[src/rtl/klock_pkg.sv]
// ----------------------------------------------------------------------------
// Code lock package
// Shared types, register map, key and event codes and reset values.
// ----------------------------------------------------------------------------
package klock_pkg;

  localparam int KLOCK_PIN_DIGITS = 4;
  localparam int KLOCK_ADDR_W     = 4;
  localparam int KLOCK_DATA_W     = 32;

  localparam logic [15:0] KLOCK_PIN_RST   = 16'h1234;
  localparam logic [31:0] KLOCK_CARD_RST  = 32'hDEAD_BEEF;
  localparam logic [3:0]  KLOCK_LIMIT_RST = 4'd3;
  localparam logic [7:0]  KLOCK_TICKS_RST = 8'd10;

  localparam logic [3:0] KEY_STAR = 4'd14;
  localparam logic [3:0] KEY_HASH = 4'd15;

  typedef enum logic [1:0] {
    REG_PIN_CODE      = 2'd0,
    REG_CARD_ID       = 2'd1,
    REG_ATTEMPT_LIMIT = 2'd2,
    REG_LOCKOUT_TICKS = 2'd3
  } klock_reg_e;

  typedef enum logic [1:0] {
    OP_KEY  = 2'd0,
    OP_CARD = 2'd1,
    OP_TICK = 2'd2
  } klock_op_e;

  typedef enum logic [3:0] {
    EV_NONE         = 4'd0,
    EV_STORED       = 4'd1,
    EV_CLEARED      = 4'd2,
    EV_PIN_OPEN     = 4'd3,
    EV_CARD_OPEN    = 4'd4,
    EV_BAD_PIN      = 4'd5,
    EV_BAD_CARD     = 4'd6,
    EV_LOCKOUT      = 4'd7,
    EV_RELOCKED     = 4'd8,
    EV_LOCKOUT_OVER = 4'd9
  } klock_event_e;

  typedef struct packed {
    logic [15:0] pin_code;
    logic [31:0] card_id;
    logic [3:0]  attempt_limit;
    logic [7:0]  lockout_ticks;
  } klock_cfg_t;

  typedef struct packed {
    logic [1:0]  op;
    logic [3:0]  key_code;
    logic [31:0] card_uid;
  } klock_item_t;

  typedef struct packed {
    logic         unlocked;
    logic         locked_out;
    klock_event_e event_res;
    logic [3:0]   attempts;
    logic [2:0]   entry_length;
    logic [7:0]   ticks_left;
  } klock_res_t;

endpackage

[src/rtl/klock_if.sv]
// ----------------------------------------------------------------------------
// Code lock channels
// Valid/ready channels for input items and result items.
// ----------------------------------------------------------------------------
interface klock_in_if;
  logic        valid;
  logic        ready;
  logic [1:0]  op;
  logic [3:0]  key_code;
  logic [31:0] card_uid;

  modport source (output valid, output op, output key_code, output card_uid, input ready);
  modport sink   (input valid, input op, input key_code, input card_uid, output ready);
endinterface

interface klock_res_if;
  logic        valid;
  logic        ready;
  logic        unlocked;
  logic        locked_out;
  logic [3:0]  event_res;
  logic [3:0]  attempts;
  logic [2:0]  entry_length;
  logic [7:0]  ticks_left;

  modport source (output valid, output unlocked, output locked_out, output event_res,
                  output attempts, output entry_length, output ticks_left, input ready);
  modport sink   (input valid, input unlocked, input locked_out, input event_res,
                  input attempts, input entry_length, input ticks_left, output ready);
endinterface

[src/rtl/klock_regs.sv]
// ----------------------------------------------------------------------------
// Code lock register file
// APB-style write/read port for PIN, card identifier, attempt limit, lockout.
// ----------------------------------------------------------------------------
module klock_regs (
  input  logic                                clk_i,
  input  logic                                rst_ni,
  input  logic                                psel,
  input  logic                                penable,
  input  logic                                pwrite,
  input  logic [klock_pkg::KLOCK_ADDR_W-1:0]  paddr,
  input  logic [klock_pkg::KLOCK_DATA_W-1:0]  pwdata,
  output logic [klock_pkg::KLOCK_DATA_W-1:0]  prdata,
  output logic                                pready,
  output klock_pkg::klock_cfg_t               cfg_o
);
  import klock_pkg::*;

  klock_cfg_t cfg_q;
  logic       wr_en;
  klock_reg_e reg_sel;

  assign pready  = 1'b1;
  assign wr_en   = psel && penable && pwrite && pready;
  assign reg_sel = klock_reg_e'(paddr[3:2]);

  always_ff @(posedge clk_i or negedge rst_ni) begin
    if (!rst_ni) begin
      cfg_q.pin_code      <= KLOCK_PIN_RST;
      cfg_q.card_id       <= KLOCK_CARD_RST;
      cfg_q.attempt_limit <= KLOCK_LIMIT_RST;
      cfg_q.lockout_ticks <= KLOCK_TICKS_RST;
    end else if (wr_en) begin
      case (reg_sel)
        REG_PIN_CODE:      cfg_q.pin_code      <= pwdata[15:0];
        REG_CARD_ID:       cfg_q.card_id       <= pwdata[31:0];
        REG_ATTEMPT_LIMIT: cfg_q.attempt_limit <= pwdata[3:0];
        REG_LOCKOUT_TICKS: cfg_q.lockout_ticks <= pwdata[7:0];
        default: ;
      endcase
    end
  end

  always_comb begin
    case (reg_sel)
      REG_PIN_CODE:      prdata = {16'd0, cfg_q.pin_code};
      REG_CARD_ID:       prdata = cfg_q.card_id;
      REG_ATTEMPT_LIMIT: prdata = {28'd0, cfg_q.attempt_limit};
      REG_LOCKOUT_TICKS: prdata = {24'd0, cfg_q.lockout_ticks};
      default:           prdata = '0;
    endcase
  end

  assign cfg_o = cfg_q;

endmodule

[src/rtl/klock_in_stage.sv]
// ----------------------------------------------------------------------------
// Code lock input stage
// Register one input item; refill in the same cycle the held item advances.
// ----------------------------------------------------------------------------
module klock_in_stage (
  input  logic                   clk_i,
  input  logic                   rst_ni,
  klock_in_if.sink               item_i,
  input  logic                   advance_i,
  output logic                   valid_o,
  output klock_pkg::klock_item_t item_o
);
  import klock_pkg::*;

  logic        valid_q;
  klock_item_t item_q;
  logic        take;

  assign item_i.ready = !valid_q || advance_i;
  assign take         = item_i.valid && item_i.ready;

  always_ff @(posedge clk_i or negedge rst_ni) begin
    if (!rst_ni) begin
      valid_q <= 1'b0;
    end else if (item_i.ready) begin
      valid_q <= item_i.valid;
    end
  end

  always_ff @(posedge clk_i) begin
    if (take) begin
      item_q.op       <= item_i.op;
      item_q.key_code <= item_i.key_code;
      item_q.card_uid <= item_i.card_uid;
    end
  end

  assign valid_o = valid_q;
  assign item_o  = item_q;

endmodule

[src/rtl/klock_core.sv]
// ----------------------------------------------------------------------------
// Code lock core
// Lock state, combinational step logic for one item and the result register.
// ----------------------------------------------------------------------------
module klock_core #(
  parameter int PIN_DIGITS = klock_pkg::KLOCK_PIN_DIGITS
) (
  input  logic                   clk_i,
  input  logic                   rst_ni,
  input  klock_pkg::klock_cfg_t  cfg_i,
  input  logic                   valid_i,
  input  klock_pkg::klock_item_t item_i,
  output logic                   advance_o,
  klock_res_if.source            result_o
);
  import klock_pkg::*;

  localparam int EW   = 4 * PIN_DIGITS;
  localparam int CNTW = $clog2(PIN_DIGITS + 1);
  localparam int CW   = (EW > 16) ? EW : 16;
  localparam int LW   = (CNTW > 3) ? CNTW : 3;

  logic [EW-1:0]   keys_q, keys_d;
  logic [CNTW-1:0] count_q, count_d;
  logic [3:0]      fail_q, fail_d;
  logic            open_q, open_d;
  logic            lock_q, lock_d;
  logic [7:0]      rem_q, rem_d;

  logic            res_valid_q;
  klock_res_t      res_q, res_d;

  logic [CW-1:0]   pin_wide;
  logic [EW-1:0]   pin_cmp;
  logic [3:0]      fail_inc;
  logic            limit_hit;
  logic [7:0]      rem_dec;
  logic            pin_match;
  logic [LW-1:0]   len_wide;
  logic            do_fail;
  klock_event_e    bad_ev;
  klock_event_e    ev;
  logic            advance;

  assign advance   = valid_i && (!res_valid_q || result_o.ready);
  assign advance_o = advance;

  assign pin_wide  = CW'(cfg_i.pin_code);
  assign pin_cmp   = pin_wide[EW-1:0];
  assign fail_inc  = fail_q + 4'd1;
  assign limit_hit = fail_inc >= cfg_i.attempt_limit;
  assign rem_dec   = (rem_q != 8'd0) ? rem_q - 8'd1 : 8'd0;
  assign pin_match = (count_q == CNTW'(PIN_DIGITS)) && (keys_q == pin_cmp);

  always_comb begin
    keys_d  = keys_q;
    count_d = count_q;
    fail_d  = fail_q;
    open_d  = open_q;
    lock_d  = lock_q;
    rem_d   = rem_q;
    ev      = EV_NONE;
    do_fail = 1'b0;
    bad_ev  = EV_BAD_PIN;
    case (item_i.op)
      OP_TICK: begin
        if (lock_q) begin
          rem_d = rem_dec;
          if (rem_dec == 8'd0) begin
            lock_d = 1'b0;
            ev     = EV_LOCKOUT_OVER;
          end
        end
      end
      OP_KEY: begin
        if (!lock_q) begin
          if (open_q) begin
            if (item_i.key_code == KEY_HASH) begin
              open_d = 1'b0;
              ev     = EV_RELOCKED;
            end
          end else if (item_i.key_code == KEY_HASH) begin
            keys_d  = '0;
            count_d = '0;
            if (pin_match) begin
              fail_d = 4'd0;
              open_d = 1'b1;
              ev     = EV_PIN_OPEN;
            end else begin
              do_fail = 1'b1;
              bad_ev  = EV_BAD_PIN;
            end
          end else if (item_i.key_code == KEY_STAR) begin
            keys_d  = '0;
            count_d = '0;
            ev      = EV_CLEARED;
          end else if (count_q < CNTW'(PIN_DIGITS)) begin
            keys_d  = (keys_q << 4) | EW'(item_i.key_code);
            count_d = count_q + 1'b1;
            ev      = EV_STORED;
          end
        end
      end
      OP_CARD: begin
        if (!lock_q && !open_q) begin
          if (item_i.card_uid == cfg_i.card_id) begin
            fail_d = 4'd0;
            open_d = 1'b1;
            ev     = EV_CARD_OPEN;
          end else begin
            do_fail = 1'b1;
            bad_ev  = EV_BAD_CARD;
          end
        end
      end
      default: ;
    endcase
    if (do_fail) begin
      if (limit_hit) begin
        fail_d = 4'd0;
        lock_d = 1'b1;
        rem_d  = cfg_i.lockout_ticks;
        ev     = EV_LOCKOUT;
      end else begin
        fail_d = fail_inc;
        ev     = bad_ev;
      end
    end
  end

  assign len_wide = LW'(count_d);

  always_comb begin
    res_d.unlocked     = open_d;
    res_d.locked_out   = lock_d;
    res_d.event_res    = ev;
    res_d.attempts     = fail_d;
    res_d.entry_length = len_wide[2:0];
    res_d.ticks_left   = rem_d;
  end

  always_ff @(posedge clk_i or negedge rst_ni) begin
    if (!rst_ni) begin
      keys_q      <= '0;
      count_q     <= '0;
      fail_q      <= 4'd0;
      open_q      <= 1'b0;
      lock_q      <= 1'b0;
      rem_q       <= 8'd0;
      res_valid_q <= 1'b0;
    end else begin
      if (advance) begin
        keys_q  <= keys_d;
        count_q <= count_d;
        fail_q  <= fail_d;
        open_q  <= open_d;
        lock_q  <= lock_d;
        rem_q   <= rem_d;
      end
      if (advance) begin
        res_valid_q <= 1'b1;
      end else if (result_o.ready) begin
        res_valid_q <= 1'b0;
      end
    end
  end

  always_ff @(posedge clk_i) begin
    if (advance) begin
      res_q <= res_d;
    end
  end

  assign result_o.valid        = res_valid_q;
  assign result_o.unlocked     = res_q.unlocked;
  assign result_o.locked_out   = res_q.locked_out;
  assign result_o.event_res    = res_q.event_res;
  assign result_o.attempts     = res_q.attempts;
  assign result_o.entry_length = res_q.entry_length;
  assign result_o.ticks_left   = res_q.ticks_left;

  a_open_excl_lockout: assert property (@(posedge clk_i) disable iff (!rst_ni)
    !(open_q && lock_q))
    else $error("lock open during lockout");

  a_count_bound: assert property (@(posedge clk_i) disable iff (!rst_ni)
    count_q <= CNTW'(PIN_DIGITS))
    else $error("entry count beyond PIN length");

  a_lockout_end_on_tick: assert property (@(posedge clk_i) disable iff (!rst_ni)
    $fell(lock_q) |-> $past(advance && (item_i.op == OP_TICK)))
    else $error("lockout ended without a tick");

  a_lockout_clears_fails: assert property (@(posedge clk_i) disable iff (!rst_ni)
    $rose(lock_q) |-> (fail_q == 4'd0))
    else $error("failure count kept at lockout start");

  a_advance_gives_result: assert property (@(posedge clk_i) disable iff (!rst_ni)
    advance |=> res_valid_q)
    else $error("item advanced without a result");

endmodule

[src/rtl/keypad_rfid_code_lock_unit.sv]
// ----------------------------------------------------------------------------
// Keypad and card code lock
// Takes key presses, card reads and one-second ticks; one result per item.
// ----------------------------------------------------------------------------
// One item is accepted every cycle while the result side takes each result. Each
// item is held in the input register and is then resolved into the result
// register; the lock state, failure count and lockout timer are all updated by
// one combinational step block.
// Configuration writes take effect at the next item after the write.
module keypad_rfid_code_lock_unit #(
  parameter int PIN_DIGITS = klock_pkg::KLOCK_PIN_DIGITS
) (
  input  logic                                clk_i,
  input  logic                                rst_ni,
  input  logic                                psel,
  input  logic                                penable,
  input  logic                                pwrite,
  input  logic [klock_pkg::KLOCK_ADDR_W-1:0]  paddr,
  input  logic [klock_pkg::KLOCK_DATA_W-1:0]  pwdata,
  output logic [klock_pkg::KLOCK_DATA_W-1:0]  prdata,
  output logic                                pready,
  klock_in_if.sink                            item_i,
  klock_res_if.source                         result_o
);
  import klock_pkg::*;

  klock_cfg_t  cfg;
  klock_item_t item_q;
  logic        item_valid;
  logic        advance;

  klock_regs u_regs (
    .clk_i   (clk_i),
    .rst_ni  (rst_ni),
    .psel    (psel),
    .penable (penable),
    .pwrite  (pwrite),
    .paddr   (paddr),
    .pwdata  (pwdata),
    .prdata  (prdata),
    .pready  (pready),
    .cfg_o   (cfg)
  );

  klock_in_stage u_in_stage (
    .clk_i     (clk_i),
    .rst_ni    (rst_ni),
    .item_i    (item_i),
    .advance_i (advance),
    .valid_o   (item_valid),
    .item_o    (item_q)
  );

  klock_core #(
    .PIN_DIGITS (PIN_DIGITS)
  ) u_core (
    .clk_i     (clk_i),
    .rst_ni    (rst_ni),
    .cfg_i     (cfg),
    .valid_i   (item_valid),
    .item_i    (item_q),
    .advance_o (advance),
    .result_o  (result_o)
  );

endmodule

[src/flat_wrapper.sv]
// flat-port wrapper written by rule: the top's interface ports become plain ports
module keypad_rfid_code_lock_unit_flat import klock_pkg::*;
#(
  parameter int PIN_DIGITS = klock_pkg::KLOCK_PIN_DIGITS
)
  (clk_i, rst_ni, psel, penable, pwrite, paddr, pwdata, prdata, pready, item_i_valid, item_i_op, item_i_key_code, item_i_card_uid, item_i_ready, result_o_valid, result_o_unlocked, result_o_locked_out, result_o_event_res, result_o_attempts, result_o_entry_length, result_o_ticks_left, result_o_ready);
  klock_in_if item_i_i ();
  klock_res_if result_o_i ();
  input  logic clk_i;
  input  logic rst_ni;
  input  logic psel;
  input  logic penable;
  input  logic pwrite;
  input  logic [klock_pkg::KLOCK_ADDR_W-1:0] paddr;
  input  logic [klock_pkg::KLOCK_DATA_W-1:0] pwdata;
  output logic [klock_pkg::KLOCK_DATA_W-1:0] prdata;
  output logic pready;
  input wire logic [$bits(item_i_i.valid)-1:0] item_i_valid;
  input wire logic [$bits(item_i_i.op)-1:0] item_i_op;
  input wire logic [$bits(item_i_i.key_code)-1:0] item_i_key_code;
  input wire logic [$bits(item_i_i.card_uid)-1:0] item_i_card_uid;
  output wire logic [$bits(item_i_i.ready)-1:0] item_i_ready;
  output wire logic [$bits(result_o_i.valid)-1:0] result_o_valid;
  output wire logic [$bits(result_o_i.unlocked)-1:0] result_o_unlocked;
  output wire logic [$bits(result_o_i.locked_out)-1:0] result_o_locked_out;
  output wire logic [$bits(result_o_i.event_res)-1:0] result_o_event_res;
  output wire logic [$bits(result_o_i.attempts)-1:0] result_o_attempts;
  output wire logic [$bits(result_o_i.entry_length)-1:0] result_o_entry_length;
  output wire logic [$bits(result_o_i.ticks_left)-1:0] result_o_ticks_left;
  input wire logic [$bits(result_o_i.ready)-1:0] result_o_ready;
  assign item_i_i.valid = item_i_valid;
  assign item_i_i.op = item_i_op;
  assign item_i_i.key_code = item_i_key_code;
  assign item_i_i.card_uid = item_i_card_uid;
  assign item_i_ready = item_i_i.ready;
  assign result_o_valid = result_o_i.valid;
  assign result_o_unlocked = result_o_i.unlocked;
  assign result_o_locked_out = result_o_i.locked_out;
  assign result_o_event_res = result_o_i.event_res;
  assign result_o_attempts = result_o_i.attempts;
  assign result_o_entry_length = result_o_i.entry_length;
  assign result_o_ticks_left = result_o_i.ticks_left;
  assign result_o_i.ready = result_o_ready;
  keypad_rfid_code_lock_unit #(.PIN_DIGITS(PIN_DIGITS)) u_core (.clk_i(clk_i), .rst_ni(rst_ni), .psel(psel), .penable(penable), .pwrite(pwrite), .paddr(paddr), .pwdata(pwdata), .prdata(prdata), .pready(pready), .item_i(item_i_i), .result_o(result_o_i));
endmodule
[config.mk]
export PLATFORM = sky130hd
export DESIGN_NAME = keypad_rfid_code_lock_unit_flat
export DESIGN_NICKNAME = d
export VERILOG_FILES = /design/src/rtl/klock_pkg.sv /design/src/rtl/klock_if.sv /design/src/rtl/klock_regs.sv /design/src/rtl/klock_in_stage.sv /design/src/rtl/klock_core.sv /design/src/rtl/keypad_rfid_code_lock_unit.sv /design/src/flat_wrapper.sv
export SDC_FILE = /design/constraint.sdc
export NUM_CORES = 1
export LEC_CHECK = 0
export ABC_CLOCK_PERIOD_IN_PS = 3450
export BUFFER_PORTS_ARGS = -buffer_cell sky130_fd_sc_hd__clkbuf_2
export CAP_MARGIN = 20
export CORE_MARGIN = 5
export CORE_UTILIZATION = 56
export DETAILED_ROUTE_END_ITERATION = 8
export PLACE_DENSITY_LB_ADDON = 0.2
export SLEW_MARGIN = 20
export SYNTH_ARGS = -nofsm -noshare
export SYNTH_HDL_FRONTEND = slang
export SYNTH_SLANG_ARGS = --single-unit
[constraint.sdc]
create_clock -name clk_i -period 3.45 [get_ports clk_i]
set_input_delay 0.345 -clock clk_i [delete_from_list [all_inputs] [get_ports clk_i]]
set_output_delay 0.345 -clock clk_i [all_outputs]
set_load 0.1 [all_outputs]
# Word-level counts from Yosys, hierarchy flattened
# Index checks and enable logic that the tools add are counted.
[op_classes]
n_addsub = 3
magnitude_cmp = 2
n_eq_ne = 10
n_mux = 63
n_bitwise = 3
n_reduce_logical = 23
[ops]
columns = ["operator", "n"]
rows = [
  ["32-bit case mux with 4 select lines", 1],
  ["4-bit 2-to-1 mux", 16],
  ["16-bit 2-to-1 mux", 3],
  ["8-bit 2-to-1 mux", 5],
  ["32-bit equality test", 1],
  ["3-bit 2-to-1 mux", 8],
  ["1-bit 2-to-1 mux", 21],
  ["16-bit equality test", 1],
  ["16-bit by 4-bit bitwise OR with 16-bit output", 1],
  ["4-bit case mux with 3 select lines", 1],
  ["2-bit 2-to-1 mux", 5],
  ["4-bit equality test, second input constant", 2],
  ["8-bit zero test", 1],
  ["4-bit case mux with 2 select lines", 1],
  ["2-bit AND reduction", 4],
  ["8-bit nonzero test", 1],
  ["8-bit by 1-bit subtractor with 8-bit output, second input constant", 1],
  ["2-bit equality test, second input constant", 3],
  ["1-bit logical AND", 6],
  ["5-bit AND reduction", 1],
  ["4-bit by 1-bit adder with 4-bit output, second input constant", 1],
  ["2-bit by 1-bit equality test with 1-bit output, second input constant", 2],
  ["4-bit >= comparator", 1],
  ["1-bit zero test", 4],
  ["9 further kinds", 13],
]
[word_totals]
regBits = 154
input_bits = 81

# Depth between registers and ports, before layout
[depth]
word_depth = 8
depth_mapped = 11
ltp_nobuf = 10

# Hierarchy
# A second synthesis with hierarchy kept.
[hier_totals]
hier_cells = 613
area_unflattened_um2 = 7566.0
[by_module_without_submodules]
columns = ["module", "instances", "cells_each", "area_per_inst_um2"]
rows = [
  ["klock_core", 1, 383, 3609.7],
  ["klock_regs", 1, 188, 2761.4],
  ["klock_in_stage", 1, 42, 1194.9],
]

# Worst setup path before layout
# Ideal clock, no wire load.
[synth_timing]
path_type = "input to output"
start = "input port paddr[2] (netlist bit)"
end = "output port prdata[4] (netlist bit)"
arrival_ns = 3.029
required_ns = 3.105
slack_ns = 0.076
cell_stages = 4
n_path_buf = 2
path_cell_list = "clkbuf_1 -> buf_2 -> mux2i_1 -> o21ai_0"
[synth_between]
elab_chain_len = 2
word_cells_on_any_way = 5
classes_between = "eq/ne: 3; mux: 1; reduce/logical: 1"
[synth_rtl]
columns = ["item", "line", "text"]
rows = [
  ["start, declared", "flat_wrapper.sv:14", "input logic [klock_pkg::KLOCK_ADDR_W-1:0] paddr;"],
  ["2-bit equality test, or another cell as far along", "klock_regs.sv:45", "case (reg_sel)"],
  ["32-bit case mux with 4 select lines *", "klock_regs.sv:45", ""],
  ["end, declared", "flat_wrapper.sv:16", "output logic [klock_pkg::KLOCK_DATA_W-1:0] prdata;"],
]
# Every way passes the cells marked *; elsewhere a longest branch is shown, timed or not.

# Worst setup path after layout
[layout_timing]
start = "register u_core.u_core.fail_q[0]"
end = "register u_core.u_core.rem_q[5]"
[layout_between]
elab_chain_len = 4
[layout_rtl]
columns = ["item", "line", "text"]
rows = [
  ["start, declared", "klock_core.sv:25", "logic [3:0] fail_q, fail_d;"],
  ["start signal, assigned", "klock_core.sv:155", "fail_q <= fail_d;"],
  ["4-bit by 1-bit adder with 4-bit output", "klock_core.sv:50", "assign fail_inc = fail_q + 4'd1;"],
  ["4-bit >= comparator", "klock_core.sv:51", "assign limit_hit = fail_inc >= cfg_i.attempt_limit;"],
  ["8-bit 2-to-1 mux", "klock_core.sv:119", "if (limit_hit) begin"],
  ["8-bit 2-to-1 mux", "klock_core.sv:118", "if (do_fail) begin"],
  ["end signal, assigned", "klock_core.sv:158", "rem_q <= rem_d;"],
  ["end, declared", "klock_core.sv:28", "logic [7:0] rem_q, rem_d;"],
]
# No other way between the ends.
# A chain may end at the register's enable or synchronous reset.

==> impl_metrics.env <==
export IMPL_path_cells="ha_1 -> nand2b_1 -> nand2_1 -> ha_1 -> nand2_1 -> o21ai_4 -> inv_1 -> o31ai_1 -> buf_4 -> nor2_1 -> a221o_1"
export IMPL_arrival_ns=3.08
export IMPL_cap_violations=0
export IMPL_die_w_um=124
export IMPL_min_path_type="in2reg"
export IMPL_ys_types=58
export IMPL_syn_area_um2=7310
export IMPL_syn_to_final_growth_pct=18.9
export IMPL_top_level_ports=137
export IMPL_hold_end="u_core.u_in_stage.item_o[18]"
export IMPL_multiInputGateArea_um2=2970
export IMPL_crit_required_ns=3.75
export IMPL_wl_per_cell_um=17.5
export IMPL_nNetsFinal=814
export IMPL_slowest_stage="dfrtp_1"
export IMPL_cts_tree="built"
export IMPL_peakVddDrop_mv=0.455
export IMPL_n_fill_cell=945
export IMPL_fin_crit_sh_pct=80.4
export IMPL_antenna_found_initial=0
export IMPL_cp_max_fo=11
export IMPL_num_vias=5009
export IMPL_cts_sinks=154
export IMPL_root_buffer="clkbuf_16"
export IMPL_ant_nets=0
export IMPL_slew_viol_final=0
export IMPL_finalPower_mw=6.99
export IMPL_dr_first_iter_drc_count=401
export IMPL_fin_crit_ns=2.77
export IMPL_endpoint_kind="register"
export IMPL_ys_ff_latch=154
export IMPL_synth_warnings=0
export IMPL_p_per_area_nw_per_um2=804
export IMPL_hold_viol=0
export IMPL_die_area_um2=15400
export IMPL_synth_edf_count=59
export IMPL_die_h_um=124
export IMPL_vias_per_cell=5.50
export IMPL_regArea_um2=4190
export IMPL_final_setup_tns_ns=0
export IMPL_htree_levels=4
export IMPL_path_clk_slew_ns=0.06
export IMPL_path_class="reg2reg"
export IMPL_grt_overflow=0
export IMPL_max_clock_freq_ghz=0.361
export IMPL_layout_drive_gt1_share_pct=37.8
export IMPL_first_pass_iters=5
export IMPL_hold_start="item_i_card_uid[18]"
export IMPL_clockBufferDepth=2
export IMPL_r2r_end="u_core.u_core.rem_q[5]"
export IMPL_synth_async_reset_ratio_pct=61.7
export IMPL_path_delay_family="compound AO/OA/AOI/OAI gates"
export IMPL_grt_max_degree=51
export IMPL_netlist_instances=587
export IMPL_r2r_cells=11
export IMPL_routed_wl_um=16000
export IMPL_gp_congestion=0.845
export IMPL_worst_slew_pin_slew_ns=0.930
export IMPL_core_um2=12700
export IMPL_cp_buffers_inverters=2
export IMPL_skew_ns=0.00859
export IMPL_cts_setup_buffers=0
export IMPL_worstSkewPairLatency_ns=0.43
export IMPL_cts_buffers=17
export IMPL_syn_area_per_cell_um2=12.5
export IMPL_grt_pass1_wl_um=26500
export IMPL_start_util_pct=57.5
export IMPL_finish_utilization_pct=68.3
export IMPL_reg2reg_slack_ns=0.68
export IMPL_grt_pass1_vias=5262
export IMPL_synth_nets=676
export IMPL_max_stage_delay_ns=0.45
export IMPL_crit_path_start_kind="register"
export IMPL_hold_depth=1
export IMPL_dp_hpwl_um=11300
export IMPL_ys_seq_area_share_pct=57.3
export IMPL_synth_main_ff_cell="dfrtp_1"
export IMPL_grt_use_total_pct=21.4
export IMPL_rsz0062_at_grt="false"
export IMPL_drc_errors=0
export IMPL_port_buffers=133
export IMPL_diodes=0
export IMPL_leakagePower_nw=3.86
export IMPL_r2r_start="u_core.u_core.fail_q[0]"
export IMPL_status="completed"
export IMPL_setup_viol=0
export IMPL_relSlewSlack_pct=38.0
export IMPL_rows=41
==> cell usage after synthesis (10+ instances only) <==
master    count  area, um2
a21oi_1      10       50.1
o21ai_0      35        175
dfrtp_1      62       1550
inv_1        12       45.0
nand3_1      12       60.1
dfstp_2      33        867
nor2_1       26       97.6
edfxtp_1     59       1770
mux2_2       61        687
mux2i_1      14        140
nor4_1       12       75.1
and2_1       20        125
xor2_1       48        420
nand2_1      69        259
clkbuf_1     13       48.8
==> through the flow <==
| step | hold slack, ns | instance area, um2 | setup WS (ns) | std cells |
|---|---|---|---|---|
| finish | 0.0902 | 8690 | 0.678 | 910 |
| global route | 0.0703 | 8690 | 0.500 | 910 |
| CTS | 0.0771 | 8690 | 0.665 | 910 |
| detailed placement | 0.449 | 8150 | 0.695 | 877 |
| global placement | 0.433 | 8150 | 0.705 | 877 |
| floorplan | 0.0494 | 7310 | 0.0756 | 587 |
==> cells in the final DEF, fill, tap and decap left out, types with 6 or more instances in the layout <==
cell       instances
nand3_1           12
o21ai_0           35
nor3_1             9
clkbuf_16         17
dfstp_2           33
dfrtp_1           62
nand2b_1           9
a21oi_1           10
mux2_2            61
xor2_1            48
buf_4              6
and2_1            19
edfxtp_1          59
nor4_1            12
nand2_1           69
mux2i_1           14
clkbuf_2         132
ha_1               8
nor2_1            26
inv_1             12
==> kinds of logic after synthesis <==
family          after synthesis  synth area share (%)
fa+ha+maj                     8                  1.37
other cells                   1                0.0513
mux                          83                  13.4
flops                       154                  57.3
buf+inv                      33                  2.09
compound gates               76                  7.05
xor+xnor                     50                  5.99
simple gates                182                  12.8
==> registers in the layout, summed over array words and instances, names as in the netlist <==
| signal | flops |
|---|---|
| u_core.u_regs.cfg_o | 60 |
| u_core.u_in_stage.item_o | 38 |
| u_core.u_core.keys_q | 16 |
| u_core.u_core.rem_q | 8 |
| u_core.u_core.result_o.ticks_left | 8 |
| u_core.u_core.fail_q | 4 |
| u_core.u_core.result_o.attempts | 4 |
| u_core.u_core.result_o.event_res | 4 |
| u_core.u_core.count_q | 3 |
| u_core.u_core.result_o.entry_length | 3 |
| u_core.u_core.lock_q | 1 |
| u_core.u_core.open_q | 1 |
| u_core.u_core.result_o.locked_out | 1 |
| u_core.u_core.result_o.unlocked | 1 |
| u_core.u_core.result_o.valid | 1 |
| u_core.u_in_stage.valid_o | 1 |
==> metal layers <==
metal	vias to the layer above	GRT usage (%)	wire length [um]
li1	2393	-	-
met2	183	33.8	7520
met4	0	7.99	308
met5	-	0	0
met1	2412	27.3	6880
met3	21	7.42	1240
==> power breakdown <==
part           total, mW  internal (mW)  switching (mW)
combinational       2.44          0.783            1.65
sequential          2.85           2.44           0.413
clock               1.70          0.989           0.713
==> timing repair <==
item | 4_1_cts | 5_1_grt
hold buffers | 1 | 0
endpoints found under the hold margin | 14 | 0
gates resized for setup | 0 | 0
==> worst max-delay path by stage <==
stage / slack [ns] / startpoint / cells past startpoint / end
2_1_floorplan: 0.08 / paddr[2] / 4 / prdata[4]
4_1_cts: 0.66 / u_core.u_regs.cfg_o[14] / 7 / u_core.u_core.result_o.ticks_left[7]
3_3_place_gp: 0.70 / u_core.u_regs.cfg_o[14] / 7 / u_core.u_core.result_o.ticks_left[7]
6_report: 0.68 / u_core.u_core.fail_q[0] / 11 / u_core.u_core.rem_q[5]
3_5_place_dp: 0.69 / u_core.u_regs.cfg_o[14] / 7 / u_core.u_core.result_o.ticks_left[7]
5_1_grt: 0.50 / u_core.u_regs.cfg_o[14] / 7 / u_core.u_core.result_o.ticks_left[7]
==> final cells by class <==
type                            instances  area share (%)
Clock inverter                         11            1.12
Multi-Input combinational cell        400            34.2
Tap cell                              172            2.48
Sequential cell                       154            48.2
Clock buffer                           21            5.07
Timing Repair Buffer                  140            8.46
Inverter                               12           0.518
No activity file was read; power rests on OpenSTA's default activity.
